### config.mk
export PLATFORM = sky130hd
export DESIGN_NAME = tandem_repeat_run_counter_unit
export DESIGN_NICKNAME = d
export VERILOG_FILES = /design/src/trrc_pkg.sv /design/src/trrc_lane.sv /design/src/tandem_repeat_run_counter_unit.sv
export SDC_FILE = /design/constraint.sdc
export NUM_CORES = 2
export LEC_CHECK = 0
export BUFFER_PORTS_ARGS = -buffer_cell sky130_fd_sc_hd__buf_2
export CAP_MARGIN = 20
export CORE_MARGIN = 8
export CORE_UTILIZATION = 35
export CTS_BUF_LIST = sky130_fd_sc_hd__clkbuf_16
export CTS_CLUSTER_DIAMETER = 50
export DETAILED_ROUTE_END_ITERATION = 7
export PLACE_DENSITY = 0.51
export SYNTH_ARGS = -nofsm -noshare
export SYNTH_HDL_FRONTEND = slang
export SYNTH_SLANG_ARGS = --single-unit
### constraint.sdc
create_clock -name i_clk -period 32.6 [get_ports i_clk]
set_input_delay 4.89 -clock i_clk [delete_from_list [all_inputs] [get_ports i_clk]]
set_output_delay 4.89 -clock i_clk [all_outputs]
set_load 0.01 [all_outputs]
### src/trrc_pkg.sv
// Shared types and constants for the tandem repeat run counter.
`timescale 1ns / 1ps
package trrc_pkg;

    localparam int NUM_PATTERNS    = 8;
    localparam int MAX_PATTERN_LEN = 8;
    localparam int COUNT_WIDTH     = 16;

    localparam logic [2:0] OTHER_SYMBOL = 3'd4;
    localparam logic [COUNT_WIDTH-1:0] COUNT_MAX = {COUNT_WIDTH{1'b1}};

    typedef logic [COUNT_WIDTH-1:0] t_count;
    typedef logic [2:0] t_base;
    // Tap 0 is the current base, tap k the base k positions back
    typedef t_base [MAX_PATTERN_LEN-1:0] t_window;

    // Configuration register indexes
    typedef enum logic [3:0] {
        CFG_BASES_LOW  = 4'd0,
        CFG_BASES_HIGH = 4'd1,
        CFG_LENGTHS    = 4'd2,
        CFG_IN_USE     = 4'd3
    } t_cfg_index;

    typedef struct packed {
        logic [2:0] base;
        logic       end_of_sequence;
    } t_in_item;

    typedef struct packed {
        logic [2:0]  pattern_index;
        logic [15:0] longest_run;
        logic        last_of_run;
    } t_out_item;

    // Per-lane control from the top level
    typedef struct packed {
        logic step;   // an input transfer happens this cycle
        logic clear;  // it ends the sequence: wipe running state
    } t_lane_ctl;

endpackage

### src/trrc_lane.sv
// One pattern lane: match detect, run history shift line and best-run register.
`timescale 1ns / 1ps
module trrc_lane
    import trrc_pkg::*;
(
    input  logic        i_clk,
    input  logic        i_rst_n,
    input  t_lane_ctl   i_ctl,
    input  t_window     i_window,
    input  logic [15:0] i_pat_bases,
    input  logic [3:0]  i_pat_len,
    output t_count      o_best_next
);

    t_count r_hist [MAX_PATTERN_LEN];
    t_count r_best;

    logic   hit;
    t_count prev;
    t_count n_run;

    // Pattern ends at the current base: base j sits len-1-j taps back
    always_comb begin
        logic [2:0] tap;
        t_base      b;
        hit = (i_pat_len != 4'd0) && (i_pat_len <= 4'(MAX_PATTERN_LEN));
        tap = '0;
        b   = '0;
        for (int j = 0; j < MAX_PATTERN_LEN; j++) begin
            if (4'(j) < i_pat_len) begin
                tap = 3'(i_pat_len - 4'd1 - 4'(j));
                b   = i_window[tap];
                if (b[2] || (b[1:0] != i_pat_bases[2*j +: 2])) begin
                    hit = 1'b0;
                end
            end
        end
    end

    // Run ending here extends the run that ended one pattern length ago
    always_comb begin
        prev = r_hist[3'(i_pat_len - 4'd1)];
        if (!hit) begin
            n_run = '0;
        end else if (prev == COUNT_MAX) begin
            n_run = COUNT_MAX;
        end else begin
            n_run = prev + t_count'(1);
        end
        o_best_next = (n_run > r_best) ? n_run : r_best;
    end

    // History shift line and best run
    always_ff @(posedge i_clk) begin
        if (!i_rst_n || (i_ctl.step && i_ctl.clear)) begin
            for (int k = 0; k < MAX_PATTERN_LEN; k++) begin
                r_hist[k] <= '0;
            end
            r_best <= '0;
        end else if (i_ctl.step) begin
            for (int k = MAX_PATTERN_LEN - 1; k > 0; k--) begin
                r_hist[k] <= r_hist[k-1];
            end
            r_hist[0] <= n_run;
            r_best    <= o_best_next;
        end
    end

    // A base that completes no copy records a zero run
    assert property (@(posedge i_clk) disable iff (!i_rst_n)
        (i_ctl.step && !i_ctl.clear && !hit) |=> (r_hist[0] == '0))
        else $error("trrc_lane: run recorded without a match");

endmodule

### src/tandem_repeat_run_counter_unit.sv
// Top level of the tandem repeat run counter: config, base window, lanes, result drain.
//
//  channel | direction | handshake                 | payload
//  --------+-----------+---------------------------+----------------------------
//  in      | input     | i_in_valid / o_in_stall   | i_in_item  (t_in_item)
//  out     | output    | o_out_valid / i_out_stall | o_out_item (t_out_item)
//  cfg     | input     | i_cfg_wr_en               | i_cfg_index, i_cfg_data
//
// One base is taken per cycle unless stalled; all lanes update in the transfer cycle.
// An end-of-sequence base loads the result bank; results leave one per cycle
// when not stalled, one per pattern in use, while bases of the next sequence flow on.
// A further end-of-sequence base stalls until the bank has drained.
// Synchronous active-low reset clears config to defaults and all running state.
`timescale 1ns / 1ps
module tandem_repeat_run_counter_unit
    import trrc_pkg::*;
(
    input  logic        i_clk,
    input  logic        i_rst_n,
    input  logic        i_in_valid,
    output logic        o_in_stall,
    input  t_in_item    i_in_item,
    output logic        o_out_valid,
    input  logic        i_out_stall,
    output t_out_item   o_out_item,
    input  logic        i_cfg_wr_en,
    input  logic [3:0]  i_cfg_index,
    input  logic [63:0] i_cfg_data
);

    logic [63:0] r_bases_low;
    logic [63:0] r_bases_high;
    logic [31:0] r_lengths;
    logic [3:0]  r_in_use;

    t_base       r_recent [MAX_PATTERN_LEN-1];
    t_window     window;
    t_lane_ctl   lane_ctl;
    t_count      best_next [NUM_PATTERNS];
    logic [127:0] all_bases;

    t_count      r_bank [NUM_PATTERNS];
    logic        r_busy;
    logic [2:0]  r_idx;
    logic [3:0]  r_cnt;
    logic [3:0]  n_use;
    logic        in_xfer;
    logic        out_xfer;
    logic        out_last;

    // Configuration writes
    always_ff @(posedge i_clk) begin
        if (!i_rst_n) begin
            r_bases_low  <= '0;
            r_bases_high <= '0;
            r_lengths    <= '0;
            r_in_use     <= 4'd8;
        end else if (i_cfg_wr_en) begin
            unique case (i_cfg_index)
                CFG_BASES_LOW:  r_bases_low  <= i_cfg_data;
                CFG_BASES_HIGH: r_bases_high <= i_cfg_data;
                CFG_LENGTHS:    r_lengths    <= i_cfg_data[31:0];
                CFG_IN_USE:     r_in_use     <= i_cfg_data[3:0];
                default: ;
            endcase
        end
    end

    // Input handshake: a sequence end waits until the result bank is free
    assign o_in_stall = r_busy && i_in_item.end_of_sequence;
    assign in_xfer    = i_in_valid && !o_in_stall;

    assign lane_ctl.step  = in_xfer;
    assign lane_ctl.clear = i_in_item.end_of_sequence;

    // Base window: current base then the previous ones, newest first
    always_comb begin
        window[0] = i_in_item.base;
        for (int k = 1; k < MAX_PATTERN_LEN; k++) begin
            window[k] = r_recent[k-1];
        end
    end

    always_ff @(posedge i_clk) begin
        if (!i_rst_n || (in_xfer && i_in_item.end_of_sequence)) begin
            for (int k = 0; k < MAX_PATTERN_LEN - 1; k++) begin
                r_recent[k] <= OTHER_SYMBOL;
            end
        end else if (in_xfer) begin
            for (int k = MAX_PATTERN_LEN - 2; k > 0; k--) begin
                r_recent[k] <= r_recent[k-1];
            end
            r_recent[0] <= i_in_item.base;
        end
    end

    // Pattern lanes
    assign all_bases = {r_bases_high, r_bases_low};

    for (genvar p = 0; p < NUM_PATTERNS; p++) begin : g_lane
        trrc_lane u_lane (
            .i_clk       (i_clk),
            .i_rst_n     (i_rst_n),
            .i_ctl       (lane_ctl),
            .i_window    (window),
            .i_pat_bases (all_bases[16*p +: 16]),
            .i_pat_len   (r_lengths[4*p +: 4]),
            .o_best_next (best_next[p])
        );
    end

    // Number of results for a sequence end, limited to the lane count
    assign n_use = (r_in_use > 4'(NUM_PATTERNS)) ? 4'(NUM_PATTERNS) : r_in_use;

    // Result bank: snapshot on sequence end, then drain one per transfer
    always_ff @(posedge i_clk) begin
        if (in_xfer && i_in_item.end_of_sequence) begin
            for (int p = 0; p < NUM_PATTERNS; p++) begin
                r_bank[p] <= best_next[p];
            end
        end
    end

    assign o_out_valid = r_busy;
    assign out_xfer    = r_busy && !i_out_stall;
    assign out_last    = ({1'b0, r_idx} + 4'd1) == r_cnt;

    always_ff @(posedge i_clk) begin
        if (!i_rst_n) begin
            r_busy <= 1'b0;
            r_idx  <= '0;
            r_cnt  <= '0;
        end else if (in_xfer && i_in_item.end_of_sequence) begin
            r_busy <= (n_use != 4'd0);
            r_idx  <= '0;
            r_cnt  <= n_use;
        end else if (out_xfer) begin
            if (out_last) begin
                r_busy <= 1'b0;
            end else begin
                r_idx <= r_idx + 3'd1;
            end
        end
    end

    assign o_out_item.pattern_index = r_idx;
    assign o_out_item.longest_run   = r_bank[r_idx];
    assign o_out_item.last_of_run   = out_last;

    // Checks
    assert property (@(posedge i_clk) disable iff (!i_rst_n)
        o_out_valid |-> ({1'b0, r_idx} < r_cnt))
        else $error("trrc: result index beyond patterns in use");

    assert property (@(posedge i_clk) disable iff (!i_rst_n)
        (in_xfer && i_in_item.end_of_sequence && (n_use != 4'd0))
            |=> (o_out_valid && (r_idx == 3'd0)))
        else $error("trrc: sequence end did not start the result drain");

    assert property (@(posedge i_clk) disable iff (!i_rst_n)
        (out_xfer && out_last) |=> !o_out_valid)
        else $error("trrc: results continue past the final pattern");

endmodule
### Word-level counts from Yosys, hierarchy flattened

Memory sizes are Yosys's and may differ from the RTL's. A register that Yosys moved wholly into a read port is not among the register bits.
Index checks and enable logic that the tools add are counted.

| cells by class | value |
|---|---|
| multiplexer cells | 364 |
| bitwise logic cells | 73 |
| equal/unequal tests | 76 |
| reduce and logical (&&, ||, !) cells | 99 |
| $lt $le $gt $ge | 145 |
| add/sub/neg operators | 74 |

Operators with widths:

| cell | number |
|---|---|
| 2-to-1 mux 16 bit | 88 |
| binary-select mux 3 bit (select 3 bit) | 64 |
| < comparator 3 x 4 -> 1 bit, second input constant | 64 |
| 2-to-1 mux 3 bit | 73 |
| 2-to-1 mux 1 bit | 138 |
| adder 16 x 1 -> 16 bit, second input constant | 8 |
| equality test 16 bit, second input constant | 8 |
| greater-than comparator 16 bit | 8 |
| < comparator 3 x 4 -> 1 bit, first input constant | 32 |
| != test 2 bit | 64 |
| subtractor 3 bit, second input constant | 32 |
| OR 1 bit | 71 |
| logical OR 1 bit | 65 |
| < comparator 1 x 4 -> 1 bit, first input constant | 16 |
| < comparator 2 x 4 -> 1 bit, first input constant | 16 |
| subtractor 3 x 1 -> 3 bit, second input constant | 16 |
| subtractor 3 x 2 -> 3 bit, second input constant | 16 |
| nonzero test 4 bit | 9 |
| <= comparator 4 bit, second input constant | 8 |
| logical AND 1 bit | 12 |
| AND reduction 2 bit | 6 |
| equality test 4 x 2 -> 1 bit, second input constant | 2 |
| adder 3 x 1 -> 4 bit, second input constant | 1 |
| equality test 4 x 1 -> 1 bit, second input constant | 1 |
| other kinds (9) | 13 |

| storage, ports and cells | value |
|---|---|
| memory bits (writable) | 1173 |
| memories | 10 |
| input bits | 77 |
| output and inout port bits | 22 |
| logic and storage cells | 856 |
| register bits after elaboration | 300 |

Memory list:

| memory | depth | width | read ports | clocked after Yosys merged registers in | wr ports | line | text |
|---|---|---|---|---|---|---|---|
| g_lane[0].u_lane.r_hist | 8 | 16 | 8 | 0 | 8 | trrc_lane.sv:15 | `t_count r_hist [MAX_PATTERN_LEN];` |
| g_lane[1].u_lane.r_hist | 8 | 16 | 8 | 0 | 8 | trrc_lane.sv:15 |  |
| g_lane[2].u_lane.r_hist | 8 | 16 | 8 | 0 | 8 | trrc_lane.sv:15 |  |
| g_lane[3].u_lane.r_hist | 8 | 16 | 8 | 0 | 8 | trrc_lane.sv:15 |  |
| g_lane[4].u_lane.r_hist | 8 | 16 | 8 | 0 | 8 | trrc_lane.sv:15 |  |
| g_lane[5].u_lane.r_hist | 8 | 16 | 8 | 0 | 8 | trrc_lane.sv:15 |  |
| 4 more memories | - | - | - | - | - | - |  |

### Depth between registers and ports, before layout

| logic depth | value |
|---|---|
| depth in word-level cells | 24 |
| mapped depth | 33 |
| depth with buffers taken out | 23 |

### Modules after synthesis

A second synthesis with hierarchy kept.

| unflattened totals | value |
|---|---|
| cell total of the unflattened synthesis | 6635 |
| area total of the unflattened synthesis | 83211.1 um^2 |

By module, submodules not included:

| module | cells an instance | times used | seq. area each (um^2) | area an instance (um^2) |
|---|---|---|---|---|
| trrc_lane at g_lane[1].u_lane ... | 726 | 3 | 4164.0 | 8954.8 |
| trrc_lane at g_lane[3].u_lane ... | 674 | 2 | 4164.0 | 8613.3 |
| tandem_repeat_run_counter_unit | 1006 | 1 | 7977.7 | 12234.2 |
| trrc_lane at g_lane[5].u_lane | 711 | 1 | 4164.0 | 9237.6 |
| trrc_lane at g_lane[0].u_lane | 725 | 1 | 4164.0 | 8962.3 |
| trrc_lane at g_lane[6].u_lane | 667 | 1 | 4164.0 | 8685.8 |

### Worst setup path before layout

Ideal clock, no wire load.

| timing | value |
|---|---|
| kind | input -> register |
| from | in i_in_item[0] (netlist name) |
| to | reg g_lane[4].u_lane.r_best[11] |
| stages on the path | 9 |
| slack | 4605 ps |
| library setup time | 136 ps |
| data arrival time | 27859 ps |
| buffers on the path | 3 |
| data required time | 32464 ps |
| cells stage by stage | clkbuf_1 > nand2_1 > nand2_1 > and2_1 > clkbuf_1 > inv_1 > o31a_1 > clkbuf_1 > o22ai_1 |

| between the ends | value |
|---|---|
| cells in the longest elaborated chain, start to end | 5 |

RTL lines:

| what | line | text |
|---|---|---|
| start, declared | tandem_repeat_run_counter_unit.sv:22 | `input t_in_item i_in_item,` |
| logical AND 1 bit | tandem_repeat_run_counter_unit.sv:70 | `assign o_in_stall = r_busy && i_in_item.end_of_sequence;` |
| zero test 1 bit | tandem_repeat_run_counter_unit.sv:71 | `assign in_xfer = i_in_valid && !o_in_stall;` |
| logical AND 1 bit | tandem_repeat_run_counter_unit.sv:71 |  |
| logical AND 1 bit | trrc_lane.sv:55 | `if (!i_rst_n \|\| (i_ctl.step && i_ctl.clear)) begin` |
| logical OR 1 bit | trrc_lane.sv:55 |  |
| end signal, assigned | trrc_lane.sv:65 | `r_best <= o_best_next;` |
| end, declared | trrc_lane.sv:16 | `t_count r_best;` |

Several ways; a longest one is shown, not always the timed one.
A chain may end at the register's enable or synchronous reset.

### Final worst setup path

| timing | value |
|---|---|
| from | in i_in_item[1] (netlist name) |
| to | reg g_lane[4].u_lane.r_best[12] |

| between the ends | value |
|---|---|
| cells in the longest elaborated chain, start to end | 23 |
| elaborated cells between the ends (all ways) | 51 |
| those cells by class | 1 x order compare; 8 x eq/ne; 34 x mux; 8 x reduce/logical |

RTL lines:

| what | line | text |
|---|---|---|
| binary-select mux 3 bit (select 3 bit) | trrc_lane.sv:32 | `b = i_window[tap];` |
| 2-to-1 mux 3 bit (implied by the code) | trrc_lane.sv:32 |  |
| != test 2 bit | trrc_lane.sv:33 | `if (b[2] \|\| (b[1:0] != i_pat_bases[2*j +: 2])) begin` |
| logical OR 1 bit | trrc_lane.sv:33 |  |
| 2-to-1 mux 1 bit | trrc_lane.sv:33 |  |
| 2-to-1 mux 1 bit | trrc_lane.sv:30 | `if (4'(j) < i_pat_len) begin` |
| 2-to-1 mux 1 bit | trrc_lane.sv:33 |  |
| 2-to-1 mux 1 bit | trrc_lane.sv:30 |  |
| [8 not listed] | - |  |
| 2-to-1 mux 1 bit | trrc_lane.sv:33 |  |
| 2-to-1 mux 1 bit | trrc_lane.sv:30 |  |
| 2-to-1 mux 1 bit | trrc_lane.sv:33 |  |
| 2-to-1 mux 1 bit * | trrc_lane.sv:30 |  |
| 2-to-1 mux 16 bit * | trrc_lane.sv:43 | `if (!hit) begin` |
| net g_lane[4].u_lane.n_run[9] | trrc_lane.sv:20 | `t_count n_run;` |
| greater-than comparator 16 bit * | trrc_lane.sv:50 | `o_best_next = (n_run > r_best) ? n_run : r_best;` |
| 2-to-1 mux 16 bit * | trrc_lane.sv:50 |  |

The timed path passes the listed nets; every way through them passes the cells marked *. The select of a mux whose other input is x is not followed.

==> impl_metrics.json <==
{
  "worstHoldPathCells": 2,
  "fin_crit_ns": 10.61,
  "min_period_over_period": 0.325,
  "ir_worst_vdd_mv": 0.0460,
  "crit_required_ns": 33.26,
  "wl_um": 212000,
  "async_flop_share": 0,
  "grt_usage": 0.171,
  "r2r_cells": 24,
  "crit_buf_inv": 1,
  "grt_max_degree": 174,
  "powerDensity_nw_per_um2": 51.0,
  "path_cells": "buf_2 > mux2i_1 > mux4_2 > xnor2_1 > a311oi_1 > o211ai_1 > o31ai_2 > nand3_1 > nor2_1 > ha_1 > a21o_1 > a21o_1 > a21o_1 > a211o_1 > o2111ai_1 > a21oi_1 > nor2_2 > or2_1 > o22ai_1",
  "cts_buffers": 184,
  "fin_util": 0.393,
  "dr.pass1.iters": 6,
  "hpwl_um": 136000,
  "syn_area_um2": 79900,
  "power_mw": 4.56,
  "fin_area_um2": 89400,
  "holdBufCountCts": 0,
  "worst_pin_slew_ns": 1.12,
  "htreeDepth": 4,
  "start_util": 0.352,
  "clockRootBuffer": "clkbuf_16",
  "setup_slack_ns": 21.99,
  "dpl_cell_area_um2": 83200,
  "num_vias": 50631,
  "dp_cells": 9127,
  "gp_congestion": 0.831,
  "clk_pin_slew_ns": 0.06,
  "crit_top_cell": "a21o_1",
  "skew_ns": 0.0362,
  "synth_flop_cell": "edfxtp_1",
  "drc": 0,
  "status": "completed",
  "synth-edff-count": 1173,
  "setup_violations": 0,
  "postRouteAntennaNets": 0,
  "crit_fanout": 35,
  "yosysWarnings": 0,
  "clockBufferDepth": 3,
  "crit_family": "simple AND/OR/NAND/NOR gates",
  "synth_top_area_cell": "edfxtp_1",
  "hp-class": "reg -> reg",
  "n_fill_cell": 21535,
  "fmax_mhz": 94.2,
  "post-cts-setup-buffers": 0,
  "startpoint_type": "input pin",
  "pre_cts_slack_ns": 21.34,
  "grt_first_pass_wirelength_um": 327000,
  "synth_area_per_cell_um2": 12.5,
  "end_kind": "flop",
  "yosys-top-cells-count": "1,173 x edfxtp_1, 924 x and2_1, 577 x nand2_1",
  "cts_tree": "yes",
  "hold_violations": 0,
  "synth-seq-area-share": 0.517,
  "cp.arrival_ns": 11.28,
  "fin_cells": 9473,
  "die_area_um2": 244000,
  "drtIter0Drc": 4174,
  "rsz0062_at_grt": "no",
  "synth.most_common_cell": "edfxtp_1",
  "maxCapViolations": 0,
  "cpMaxStageDelayCell": "buf_2",
  "port_buffers": 98,
  "cts_num_sinks": 1476,
  "worstSetupPathDepth": 19,
  "synth_area_leaders": "edfxtp_1 44%, mux4_2 13%, dfxtp_1 7.6%",
  "cts_resized": 0,
  "grt_pass1_vias": 51013,
  "die_x_um": 494,
  "holdWs_ns": 0.475,
  "leakage_nw": 32.4,
  "syn-num-nets": 6616,
  "slowest_delay_ns": 0.78,
  "clock_latency_ns": 0.83,
  "slew_viol_final": 0,
  "drive_above_1_share": 0.180,
  "grt_antenna_before_repair": 10,
  "die_h_um": 494,
  "synth.distinct_cells": 89,
  "ys_seq_elements": 1476,
  "tns_ns": 0,
  "wl_per_cell_um": 22.4,
  "num_io_pins": 99,
  "critPathKind": "in -> reg",
  "vias_per_cell": 5.34,
  "max_slew_margin": 0.253,
  "fin_nets": 6542,
  "rows": 175,
  "grt.overflow.total": 0,
  "core_area_um2": 227000,
  "syn_to_final_growth_pct": 11.9,
  "synthCells": 6380,
  "yosysTopAreaCellShare": 0.441
}
==> power by group <==
group | internal [mW] | switching (mW)
clock | 1.22 | 0.857
combinational | 0.121 | 0.198
sequential | 2.12 | 0.0424
==> layout make-up <==
cell class	count	area, um^2	area share
Antenna cell	2	5.00	0.0000560
Inverter	184	701	0.00784
Multi-Input combinational cell	4249	36000	0.403
Tap cell	3009	3760	0.0421
Sequential cell	1476	41300	0.462
Clock buffer	187	4680	0.0523
Clock inverter	155	1530	0.0171
Timing Repair Buffer	211	1390	0.0156
==> sequential cells by signal (all words and copies together) (netlist names), named ones only <==
name                  count
g_lane.u_lane.r_hist   1024
r_bases_high             64
g_lane.u_lane.r_best    128
r_lengths                32
r_in_use                  4
r_idx                     3
r_cnt                     4
r_bank                  128
r_recent                 21
r_bases_low              64
o_out_valid               1
==> routing by layer <==
layer	share of wire	GRT usage
met1	0.48	0.251
met2	0.45	0.263
met3	0.048	0.0280
met4	0.027	0.0462
met5	0	0
==> kinds of logic (layout without fill, tap and decap cells) <==
group           count (synthesis)  after routing  share of synthesized area
other cells                     0              2                          0
xor+xnor                      228            228                     0.0290
fa+ha+maj                     159            159                     0.0249
flops                        1476           1476                      0.517
simple gates                 2314           2314                      0.149
buf+inv                       655            737                     0.0357
compound gates                726            726                     0.0646
mux                           822            822                      0.180
==> layout by cell type, fill, tap and decap left out, drive strengths merged, types with 54 or more instances in the layout <==
| cell type | n |
|---|---|
| a21boi | 167 |
| a21oi | 80 |
| and2 | 924 |
| buf | 211 |
| clkbuf | 187 |
| clkinv | 66 |
| dfxtp | 303 |
| edfxtp | 1173 |
| ha | 159 |
| inv | 240 |
| mux2 | 108 |
| mux2i | 236 |
| mux4 | 478 |
| nand2 | 577 |
| nor2 | 403 |
| nor3 | 131 |
| o21ai | 122 |
| o2bb2ai | 54 |
| xnor2 | 95 |
| xor2 | 112 |
==> worst reg2reg max path, cell delays in order, from the launching register on <==
cell and delay [ns]:
dfxtp_4 0.51, inv_1 0.42, ha_4 0.81, buf_4 0.65
mux2i_1 0.21, mux4_2 0.54, inv_1 0.08, ha_1 0.19
nand2b_1 0.14, nor3_1 0.72, nand2_1 0.11, nor2_1 0.62
o21ai_0 0.40, nor2_1 0.18, ha_1 0.26, a21o_1 0.16
a21o_1 0.17, a211o_1 0.29, a21oi_1 0.15, o21ai_0 0.09
a21oi_1 0.16, or2_2 0.52, a21oi_1 0.31, buf_4 0.27
o32ai_1 0.15
==> path summary, 6_finish.rpt <==
path	slack, ns	endpoint	from
setup / recovery	21.99	g_lane[4].u_lane.r_best[12]$_SDFFE_PP0P_	i_in_item[1]
hold reg to reg	0.48	r_bases_low[11]$_SDFFE_PN0P_	r_bases_low[11]$_SDFFE_PN0P_
setup reg to reg	24.39	g_lane[7].u_lane.r_best[15]$_SDFFE_PP0P_	r_lengths[28]$_SDFFE_PN0P_
hold / removal	0.48	r_bases_low[11]$_SDFFE_PN0P_	r_bases_low[11]$_SDFFE_PN0P_
No activity file was read; power rests on OpenSTA's default activity.
